<file path="config.mk">
export PLATFORM = sky130hd
export DESIGN_NAME = trilinear_window_level_sampler_top
export DESIGN_NICKNAME = d
export VERILOG_FILES = /design/src/hw/rtl/twls_pkg.sv /design/src/hw/rtl/trilinear_window_level_sampler_top.sv
export SDC_FILE = /design/constraint.sdc
export NUM_CORES = 2
export LEC_CHECK = 0
export ABC_AREA = 1
export BUFFER_PORTS_ARGS = -buffer_cell sky130_fd_sc_hd__clkbuf_2
export CAP_MARGIN = 40
export CELL_PAD_IN_SITES_DETAIL_PLACEMENT = 0
export CELL_PAD_IN_SITES_GLOBAL_PLACEMENT = 1
export CORE_UTILIZATION = 34
export CTS_BUF_LIST = sky130_fd_sc_hd__clkbuf_2
export DETAILED_ROUTE_END_ITERATION = 6
export HOLD_SLACK_MARGIN = 0.12
export MAX_ROUTING_LAYER = met4
export PLACE_DENSITY = 0.69
export REMOVE_ABC_BUFFERS = 1
export SYNTH_ARGS = -nofsm -noshare
export SYNTH_HDL_FRONTEND = slang
export SYNTH_SLANG_ARGS = --single-unit
</file>
<file path="constraint.sdc">
create_clock -name clk -period 11.4 [get_ports clk]
set_input_delay 1.14 -clock clk [delete_from_list [all_inputs] [get_ports clk]]
set_output_delay 1.14 -clock clk [all_outputs]
set_load 0.01 [all_outputs]
</file>
<file path="src/hw/rtl/twls_pkg.sv">
// Shared types and constants for the trilinear window-level sampler.
// No dependencies; imported by the top level and its port checker.
`default_nettype none

package twls_pkg;

  // Fraction bits kept through the lerp chain (corners enter as Q8.FRAC_BITS).
  localparam int FRAC_BITS = 8;
  localparam int Q_W       = 8 + FRAC_BITS;

  // Register index width on the config port.
  localparam int CFG_IDX_W = 2;

  // Cycles from an accepted start to its out_strobe.
  localparam int PIPE_LAT = 9;

  typedef enum logic [CFG_IDX_W-1:0] {
    REG_WINDOW_LOW  = 2'd0,
    REG_WINDOW_HIGH = 2'd1
  } cfg_reg_t;

  typedef struct packed {
    logic [7:0] corner_000;
    logic [7:0] corner_001;
    logic [7:0] corner_010;
    logic [7:0] corner_011;
    logic [7:0] corner_100;
    logic [7:0] corner_101;
    logic [7:0] corner_110;
    logic [7:0] corner_111;
    logic [7:0] frac_x;
    logic [7:0] frac_y;
    logic [7:0] frac_z;
    logic       nearest_mode;
  } in_item_t;

  typedef struct packed {
    logic [31:0] pixel_argb;
    logic [7:0]  grey_level;
  } out_item_t;

endpackage

`default_nettype wire

</file>
<file path="src/hw/rtl/trilinear_window_level_sampler_top.sv">
// Trilinear / nearest voxel sampler with window-level grey mapping, top level.
// Depends on twls_pkg (item structs, FRAC_BITS, register codes).
//
//   channel | ports                              | handshake
//   --------+------------------------------------+-----------------------------
//   input   | start, busy, in_data               | beat taken when start & !busy
//   result  | out_strobe, out_data               | one-cycle strobe, no stall
//   config  | cfg_we, cfg_idx, cfg_wdata         | write on cfg_we, no wait
//
// One beat per cycle out of reset, through x, y and z lerp stages, a window
// prep stage, a four-stage restoring divider (two quotient bits per stage)
// and the output register. busy is high only while rst_n is low.
// Reset clears the valid bits and loads window_low = 0, window_high = 255.
// Nothing stalls: results leave on the strobe whether or not anyone looks.
`default_nettype none

module trilinear_window_level_sampler_top (
  input  wire logic               clk,
  input  wire logic               rst_n,
  input  wire logic               start,
  output logic                    busy,
  input  wire twls_pkg::in_item_t in_data,
  output logic                    out_strobe,
  output twls_pkg::out_item_t     out_data,
  input  wire logic               cfg_we,
  input  wire logic [twls_pkg::CFG_IDX_W-1:0] cfg_idx,
  input  wire logic [7:0]         cfg_wdata
);
  import twls_pkg::*;

  localparam int DIV_STAGES = 4;

  function automatic logic [Q_W-1:0] lerp_q(input logic [Q_W-1:0] a,
                                            input logic [Q_W-1:0] b,
                                            input logic [7:0]     f);
    logic [8:0]      wf;
    logic [Q_W+9:0]  acc;
    wf  = 9'd256 - {1'b0, f};
    acc = ({10'd0, a} * (Q_W+10)'(wf)) + ({10'd0, b} * (Q_W+10)'(f));
    return acc[Q_W+7:8];
  endfunction

  function automatic logic [Q_W-1:0] to_q(input logic [7:0] c);
    return Q_W'(c) << FRAC_BITS;
  endfunction

  logic accept;
  assign busy   = ~rst_n;
  assign accept = start & ~busy;

  // ---------------- config registers
  logic [7:0] win_lo_r;
  logic [7:0] win_hi_r;

  always_ff @(posedge clk) begin
    if (!rst_n) begin
      win_lo_r <= 8'd0;
      win_hi_r <= 8'd255;
    end else if (cfg_we) begin
      unique case (cfg_reg_t'(cfg_idx))
        REG_WINDOW_LOW:  win_lo_r <= cfg_wdata;
        REG_WINDOW_HIGH: win_hi_r <= cfg_wdata;
        default: ;
      endcase
    end
  end

  // ---------------- stage 1: x lerps, nearest pick
  logic           s1_vld_r;
  logic [Q_W-1:0] s1_y0_r, s1_y1_r, s1_z0_r, s1_z1_r;
  logic [7:0]     s1_fy_r, s1_fz_r, s1_near_r;
  logic           s1_mode_r;
  logic [7:0]     near_nxt;
  logic [2:0]     near_sel;

  assign near_sel = {in_data.frac_z[7], in_data.frac_y[7], in_data.frac_x[7]};

  always_comb begin
    case (near_sel)
      3'd0:    near_nxt = in_data.corner_000;
      3'd1:    near_nxt = in_data.corner_001;
      3'd2:    near_nxt = in_data.corner_010;
      3'd3:    near_nxt = in_data.corner_011;
      3'd4:    near_nxt = in_data.corner_100;
      3'd5:    near_nxt = in_data.corner_101;
      3'd6:    near_nxt = in_data.corner_110;
      default: near_nxt = in_data.corner_111;
    endcase
  end

  always_ff @(posedge clk) begin
    if (!rst_n) s1_vld_r <= 1'b0;
    else        s1_vld_r <= accept;
  end

  always_ff @(posedge clk) begin
    s1_y0_r   <= lerp_q(to_q(in_data.corner_000), to_q(in_data.corner_001), in_data.frac_x);
    s1_y1_r   <= lerp_q(to_q(in_data.corner_010), to_q(in_data.corner_011), in_data.frac_x);
    s1_z0_r   <= lerp_q(to_q(in_data.corner_100), to_q(in_data.corner_101), in_data.frac_x);
    s1_z1_r   <= lerp_q(to_q(in_data.corner_110), to_q(in_data.corner_111), in_data.frac_x);
    s1_fy_r   <= in_data.frac_y;
    s1_fz_r   <= in_data.frac_z;
    s1_near_r <= near_nxt;
    s1_mode_r <= in_data.nearest_mode;
  end

  // ---------------- stage 2: y lerps
  logic           s2_vld_r;
  logic [Q_W-1:0] s2_y_r, s2_z_r;
  logic [7:0]     s2_fz_r, s2_near_r;
  logic           s2_mode_r;

  always_ff @(posedge clk) begin
    if (!rst_n) s2_vld_r <= 1'b0;
    else        s2_vld_r <= s1_vld_r;
  end

  always_ff @(posedge clk) begin
    s2_y_r    <= lerp_q(s1_y0_r, s1_y1_r, s1_fy_r);
    s2_z_r    <= lerp_q(s1_z0_r, s1_z1_r, s1_fy_r);
    s2_fz_r   <= s1_fz_r;
    s2_near_r <= s1_near_r;
    s2_mode_r <= s1_mode_r;
  end

  // ---------------- stage 3: z lerp, truncate, mode select
  logic           s3_vld_r;
  logic [7:0]     s3_v_r;
  logic [Q_W-1:0] zlerp_nxt;

  assign zlerp_nxt = lerp_q(s2_y_r, s2_z_r, s2_fz_r);

  always_ff @(posedge clk) begin
    if (!rst_n) s3_vld_r <= 1'b0;
    else        s3_vld_r <= s2_vld_r;
  end

  always_ff @(posedge clk) begin
    s3_v_r <= s2_mode_r ? s2_near_r : zlerp_nxt[Q_W-1:FRAC_BITS];
  end

  // ---------------- stage 4: window prep
  // span = max(hi, lo+1) - lo; numerator n = (v-lo)*255; sat when n/span >= 256
  logic        s4_vld_r;
  logic [15:0] s4_num_r;
  logic [7:0]  s4_span_r;
  logic        s4_zero_r, s4_sat_r;
  logic [8:0]  hi_min, hi_eff, span9;
  logic [7:0]  span_nxt, diff_nxt;
  logic [15:0] num_nxt;

  always_comb begin
    hi_min   = {1'b0, win_lo_r} + 9'd1;
    hi_eff   = ({1'b0, win_hi_r} < hi_min) ? hi_min : {1'b0, win_hi_r};
    span9    = hi_eff - {1'b0, win_lo_r};
    span_nxt = span9[7:0];
    diff_nxt = s3_v_r - win_lo_r;
    num_nxt  = {diff_nxt, 8'd0} - {8'd0, diff_nxt};
  end

  always_ff @(posedge clk) begin
    if (!rst_n) s4_vld_r <= 1'b0;
    else        s4_vld_r <= s3_vld_r;
  end

  always_ff @(posedge clk) begin
    s4_num_r  <= num_nxt;
    s4_span_r <= span_nxt;
    s4_zero_r <= (s3_v_r <= win_lo_r);
    s4_sat_r  <= (num_nxt >= {span_nxt, 8'd0});
  end

  // ---------------- stages 5..8: restoring divider, two bits per stage
  logic        div_vld_r  [DIV_STAGES];
  logic [15:0] div_rem_r  [DIV_STAGES];
  logic [7:0]  div_q_r    [DIV_STAGES];
  logic [7:0]  div_span_r [DIV_STAGES];
  logic        div_zero_r [DIV_STAGES];
  logic        div_sat_r  [DIV_STAGES];

  for (genvar k = 0; k < DIV_STAGES; k++) begin : g_div
    logic        vld_in, zero_in, sat_in;
    logic [15:0] rem_in, rem_nxt;
    logic [7:0]  q_in, q_nxt, span_in;

    if (k == 0) begin : g_head
      assign vld_in  = s4_vld_r;
      assign rem_in  = s4_num_r;
      assign q_in    = 8'd0;
      assign span_in = s4_span_r;
      assign zero_in = s4_zero_r;
      assign sat_in  = s4_sat_r;
    end else begin : g_body
      assign vld_in  = div_vld_r[k-1];
      assign rem_in  = div_rem_r[k-1];
      assign q_in    = div_q_r[k-1];
      assign span_in = div_span_r[k-1];
      assign zero_in = div_zero_r[k-1];
      assign sat_in  = div_sat_r[k-1];
    end

    always_comb begin
      logic [15:0] t;
      rem_nxt = rem_in;
      q_nxt   = q_in;
      for (int j = 0; j < 2; j++) begin
        t = {8'd0, span_in} << (7 - 2*k - j);
        if (rem_nxt >= t) begin
          rem_nxt = rem_nxt - t;
          q_nxt[7 - 2*k - j] = 1'b1;
        end
      end
    end

    always_ff @(posedge clk) begin
      if (!rst_n) div_vld_r[k] <= 1'b0;
      else        div_vld_r[k] <= vld_in;
    end

    always_ff @(posedge clk) begin
      div_rem_r[k]  <= rem_nxt;
      div_q_r[k]    <= q_nxt;
      div_span_r[k] <= span_in;
      div_zero_r[k] <= zero_in;
      div_sat_r[k]  <= sat_in;
    end
  end

  // ---------------- output register
  logic      out_vld_r;
  out_item_t out_data_r;
  logic [7:0] grey_nxt;

  always_comb begin
    if (div_zero_r[DIV_STAGES-1])     grey_nxt = 8'd0;
    else if (div_sat_r[DIV_STAGES-1]) grey_nxt = 8'd255;
    else                              grey_nxt = div_q_r[DIV_STAGES-1];
  end

  always_ff @(posedge clk) begin
    if (!rst_n) out_vld_r <= 1'b0;
    else        out_vld_r <= div_vld_r[DIV_STAGES-1];
  end

  always_ff @(posedge clk) begin
    out_data_r.pixel_argb <= {8'hFF, grey_nxt, grey_nxt, grey_nxt};
    out_data_r.grey_level <= grey_nxt;
  end

  assign out_strobe = out_vld_r;
  assign out_data   = out_data_r;

endmodule

`default_nettype wire

</file>
# Word level (Yosys, flattened, before mapping)
# Memories as Yosys holds them, arrays and structs flattened. A register that Yosys moved wholly into a read port is not among the register bits.
# Index checks and enable logic that the tools add are counted.
# Widths: inputs -> output; s select.
[word_totals]
regBits = 224
inputBits = 103
output_inout_bits = 42
ramBits = 140
mem_count = 6
[memory_table]
columns = ["memory", "words", "width", "rd", "rd_clocked_by_memory_dff", "write_ports", "line_no", "source"]
rows = [
  ["div_rem_r", 4, 16, 3, 0, 4, "trilinear_window_level_sampler_top.sv:175", "logic [15:0] div_rem_r [DIV_STAGES];"],
  ["div_q_r", 4, 8, 4, 0, 4, "trilinear_window_level_sampler_top.sv:176", "logic [7:0] div_q_r [DIV_STAGES];"],
  ["div_span_r", 4, 8, 3, 0, 4, "trilinear_window_level_sampler_top.sv:177", "logic [7:0] div_span_r [DIV_STAGES];"],
  ["div_sat_r", 4, 1, 4, 0, 4, "trilinear_window_level_sampler_top.sv:179", "logic div_sat_r [DIV_STAGES];"],
  ["div_vld_r", 4, 1, 4, 1, 4, "trilinear_window_level_sampler_top.sv:174", "logic div_vld_r [DIV_STAGES];"],
  ["div_zero_r", 4, 1, 4, 0, 4, "trilinear_window_level_sampler_top.sv:178", "logic div_zero_r [DIV_STAGES];"],
]
[op_classes]
n_eq_ne = 7
n_reduce_logical = 5
mul = 14
bitwise = 6
order_cmp = 11
add_sub_neg = 22
n_mux = 27
[ops]
columns = ["cell", "count"]
rows = [
  ["$add 24x24->24", 7],
  ["$mux 16", 8],
  ["$mul 16x8->24", 3],
  ["$mul 16x9->24", 3],
  ["$mul 8x8->16", 4],
  ["$mul 8x9->16", 4],
  ["$pmux 8 s7", 1],
  ["$mux 8", 4],
  ["$sub 16x8->16", 2],
  ["$sub 9x8->9 const A", 3],
  ["$ge 16x10->1", 1],
  ["$ge 16x11->1", 1],
  ["$ge 16x12->1", 1],
  ["$ge 16x13->1", 1],
  ["$ge 16x14->1", 1],
  ["$ge 16x15->1", 1],
  ["$ge 16x16->1", 1],
  ["$ge 16x8->1", 1],
  ["$ge 16x9->1", 1],
  ["$sub 16x10->16", 1],
  ["$sub 16x11->16", 1],
  ["$sub 16x12->16", 1],
  ["$sub 16x13->16", 1],
  ["$sub 16x14->16", 1],
  ["18 further kinds", 39],
]

# Logic depth before layout (Yosys ltp)
[logic_depth]
ltp_word = 5
depth_mapped = 36
depth_no_buf = 35

# Worst setup path before layout
# No wires, ideal clock.
[synth_timing]
kind = "input-to-reg"
from = "in in_data[17] (netlist name)"
to = "reg s1_y0_r[15]"
setup_slack_ns = 4.145
t_required_ns = 11.288
t_arrival_ns = 7.143
path_stages = 34
cell_sequence = "clkbuf_1 clkbuf_1 inv_1 ha_1 nand3_1 inv_1 nand2_1 o21ai_0 nand2_1 buf_2 buf_1 nor2_1 fa_1 fa_1 fa_1 inv_1 fa_1 inv_1 ha_1 a21oi_1 o21ai_0 a21oi_1 o21ai_0 a31oi_1 xor2_1 inv_1 ha_1 nand2_1 a21oi_1 a211oi_1 o21ai_0 nor2_1 nand3b_1 nand2_1"
[synth_between]
elab_chain_len = 3
[synth_rtl]
columns = ["item", "line_no", "source"]
rows = [
  ["start, declared", "trilinear_window_level_sampler_top.sv:22", "input wire twls_pkg::in_item_t in_data,"],
  ["$sub 9x8->9", "trilinear_window_level_sampler_top.sv:38", "wf = 9'd256 - {1'b0, f};"],
  ["$mul 8x9->16", "trilinear_window_level_sampler_top.sv:39", "acc = ({10'd0, a} * (Q_W+10)'(wf)) + ({10'd0, b} * (Q_W+10)'(f));"],
  ["$add 24x24->24 (*)", "trilinear_window_level_sampler_top.sv:39", ""],
  ["end signal, assigned", "trilinear_window_level_sampler_top.sv:97", "s1_y0_r <= lerp_q(to_q(in_data.corner_000), to_q(in_data.corner_001), in_data.frac_x);"],
  ["end, declared", "trilinear_window_level_sampler_top.sv:70", "logic [Q_W-1:0] s1_y0_r, s1_y1_r, s1_z0_r, s1_z1_r;"],
]
# Mark *: on every way between the ends. The rest lies on a longest branch, timed or not.
# A chain may end at the register's enable or synchronous reset.

# Worst setup path in the final report
[layout_timing]
from = "reg s2_fz_r[0]"
to = "reg s3_v_r[3]"
[layout_between]
elab_chain_len = 4
[layout_rtl]
columns = ["item", "line_no", "source"]
rows = [
  ["start, declared", "trilinear_window_level_sampler_top.sv:110", "logic [7:0] s2_fz_r, s2_near_r;"],
  ["start signal, assigned", "trilinear_window_level_sampler_top.sv:121", "s2_fz_r <= s1_fz_r;"],
  ["$sub 9x8->9", "trilinear_window_level_sampler_top.sv:38", ""],
  ["$mul 16x9->24", "trilinear_window_level_sampler_top.sv:39", ""],
  ["$add 24x24->24 (*)", "trilinear_window_level_sampler_top.sv:39", ""],
  ["$mux 8 (*)", "trilinear_window_level_sampler_top.sv:139", "s3_v_r <= s2_mode_r ? s2_near_r : zlerp_nxt[Q_W-1:FRAC_BITS];"],
  ["end signal, assigned", "trilinear_window_level_sampler_top.sv:139", ""],
  ["end, declared", "trilinear_window_level_sampler_top.sv:128", "logic [7:0] s3_v_r;"],
]
# Marks and branches as above.

==> results.cfg <==
[run_status]
outcome = completed

[global_route]
grt_pass1_vias = 50961
grt.total_usage = 0.2008
overflow = 0
grt_pass1_wl_um = 276300
grt_max_degree = 47
antenna_found_initial = 13

[worst_setup_path]
worstPathArrival_ns = 8.75
worst_setup_path_end_kind = register
slowest_stage = xor2_2
crit_fanout = 33
critPathTopFamily = adder cells
max_stage_delay_ns = 0.66
start_kind = register
worstPathRequired_ns = 12.50
path_common_cell = inv_1
crit_buf_inv = 9
path_class = register to register

[routing]
drc = 0
vias = 48404
drt-initial-drc-count = 2543
wirelength_um = 171000
viasPerCell = 4.656
routedWlPerCell_um = 16.45
firstDrtPassIters = 6
ant_nets = 0

[timing]
fin_ws_ns = 3.755
slew_violations = 0
worst_pin_slew_ns = 0.9037
period_share = 0.6706
setup_viol = 0
relSlewSlack = 0.3975
skew_ns = 0.1652
fmax_ghz = 0.1308
grt_setup_unrepaired = false
hold_viol = 0
min_period_ns = 7.645
final.setup.tns_ns = 0

[layout]
finish.instance_area_um2 = 64290
registers.top_by_ff_count = div_rem_r
reg_top3 = div_rem_r (48), div_span_r (24), div_q_r (20)
fin_nets = 9712
n_fill_cell = 18839
area_growth_syn_to_layout_pct = 6.733
multiInputGateArea_um2 = 44820
drive_above_1_share = 0.05420
seqCellArea_um2 = 6107
largest_reg_flops = 48
utilization = 0.3650

[clock_tree]
root_buffer = clkbuf_2
cts_buffers = 92
clock_sinks = 305
h-tree-depth = 3
cts_setup_buffers = 0
clkSlewWorstSetupHoldPaths_ns = 0.10
clock_latency_ns = 1.40
cts_tree = done
cts_buffer_depth = 3

[die]
die_y_um = 422.9
core_area_um2 = 176100
dieArea_um2 = 178800
start_util = 0.3420
io_pins = 145
die_x_um = 422.9
core.rowCount = 154

[synthesis]
syn_inst = 7938
syn_avg_cell_area_um2 = 7.588
yosys.area.top_type = fa_1
ys_types = 62
async_flop_share = 0
synth_top_area_share = 0.3261
synth_seq_cells = 305
syn_area_um2 = 60230
yosys-top-cells-count = 2142 x inv_1, 1705 x nand2_1, 981 x fa_1
yosysMostFrequentCell = inv_1
synth-main-ff-cell = dfxtp_1
netlist_top_cells_area = fa_1 33%, ha_1 14%, inv_1 13%, nand2_1 11%, dfxtp_1 10%
yosysWarnings = 0
ys_seq_area_frac = 0.1014
synth-edff-count = 0

[placed_design]
place_ws_ns = 3.486
portBuffers = 136
dp_hpwl_um = 143800
gp_congestion = 0.8981
placed_area_um2 = 62980

[min_path]
hp-class = register to register

[job]
max-cap-violations = 0
layer usage:
layer  global-route usage  vias up  wire (um)
met1               0.2588    23664      78120
li1                     -    23466          -
met2               0.3337     1057      81600
met4              0.05337        0       4192
met5                    -        -          0
met3              0.02223      217       7093
cells in the final DEF, fill, tap and decap left out, drive strengths merged, types with 7 or more instances in the layout:
| master | count |
|---|---|
| nand3b | 18 |
| nor4 | 9 |
| nand3 | 200 |
| diode | 13 |
| a31oi | 39 |
| a211oi | 7 |
| a21o | 45 |
| or2 | 13 |
| xor2 | 159 |
| xnor2 | 113 |
| ha | 662 |
| o22ai | 24 |
| a21oi | 286 |
| nand2 | 1721 |
| inv | 2161 |
| conb | 8 |
| clkinv | 44 |
| nor2 | 584 |
| o211ai | 7 |
| a21boi | 7 |
| o21bai | 12 |
| o21ai | 180 |
| dfxtp | 305 |
| buf | 36 |
| nand4 | 60 |
| dlygate4sd3 | 26 |
| fa | 981 |
| nor3 | 39 |
| clkbuf | 251 |
| o21a | 10 |
repair_timing:
item / 4_1_cts / 5_1_grt
gates resized for setup: 0 / 0
hold buffers: 26 / 0
endpoints found under the hold margin: 34 / 0
stage by stage:
stage | instances | hold slack (ns)
after global routing | 10397 | 0.2022
after floorplan | 7675 | 0.3096
after CTS | 10384 | 0.1285
after global placement | 10181 | 0.3121
final | 10397 | 0.2716
after detailed placement | 10186 | 0.3121
kinds of logic after synthesis:
logic type	Yosys count	synth area share
AND/OR/NAND/NOR	2651	0.1796
buffers and inverters	2427	0.1551
adder cells (fa/ha/maj)	1643	0.4636
AO/OA/AOI/OAI	638	0.06010
flip-flops	305	0.1014
XOR/XNOR	272	0.04005
other	1	0.00006226
multiplexers	1	0.0001869
final timing paths:
check / endpoint / startpoint / slack [ns] / cells after the start
setup reg to reg: s3_v_r[3] / s2_fz_r[0] / 3.76 / 31
setup / recovery: s3_v_r[3] / s2_fz_r[0] / 3.76 / 31
hold reg to reg: div_zero_r[3] / div_zero_r[2] / 0.27 / 0
hold / removal: div_zero_r[3] / div_zero_r[2] / 0.27 / 0
cell type report:
cell class | count | share of cell area
Antenna cell | 13 | 0.0005060
Clock buffer | 116 | 0.009031
Clock inverter | 56 | 0.006793
Inverter | 2157 | 0.1260
Multi-Input combinational cell | 5213 | 0.6972
Sequential cell | 305 | 0.09500
Tap cell | 2340 | 0.04554
Timing Repair Buffer | 197 | 0.01989
Power is left out: the tool's default activity adds up to more than one toggle a clock period on the data nets, which glitch-free logic cannot reach.
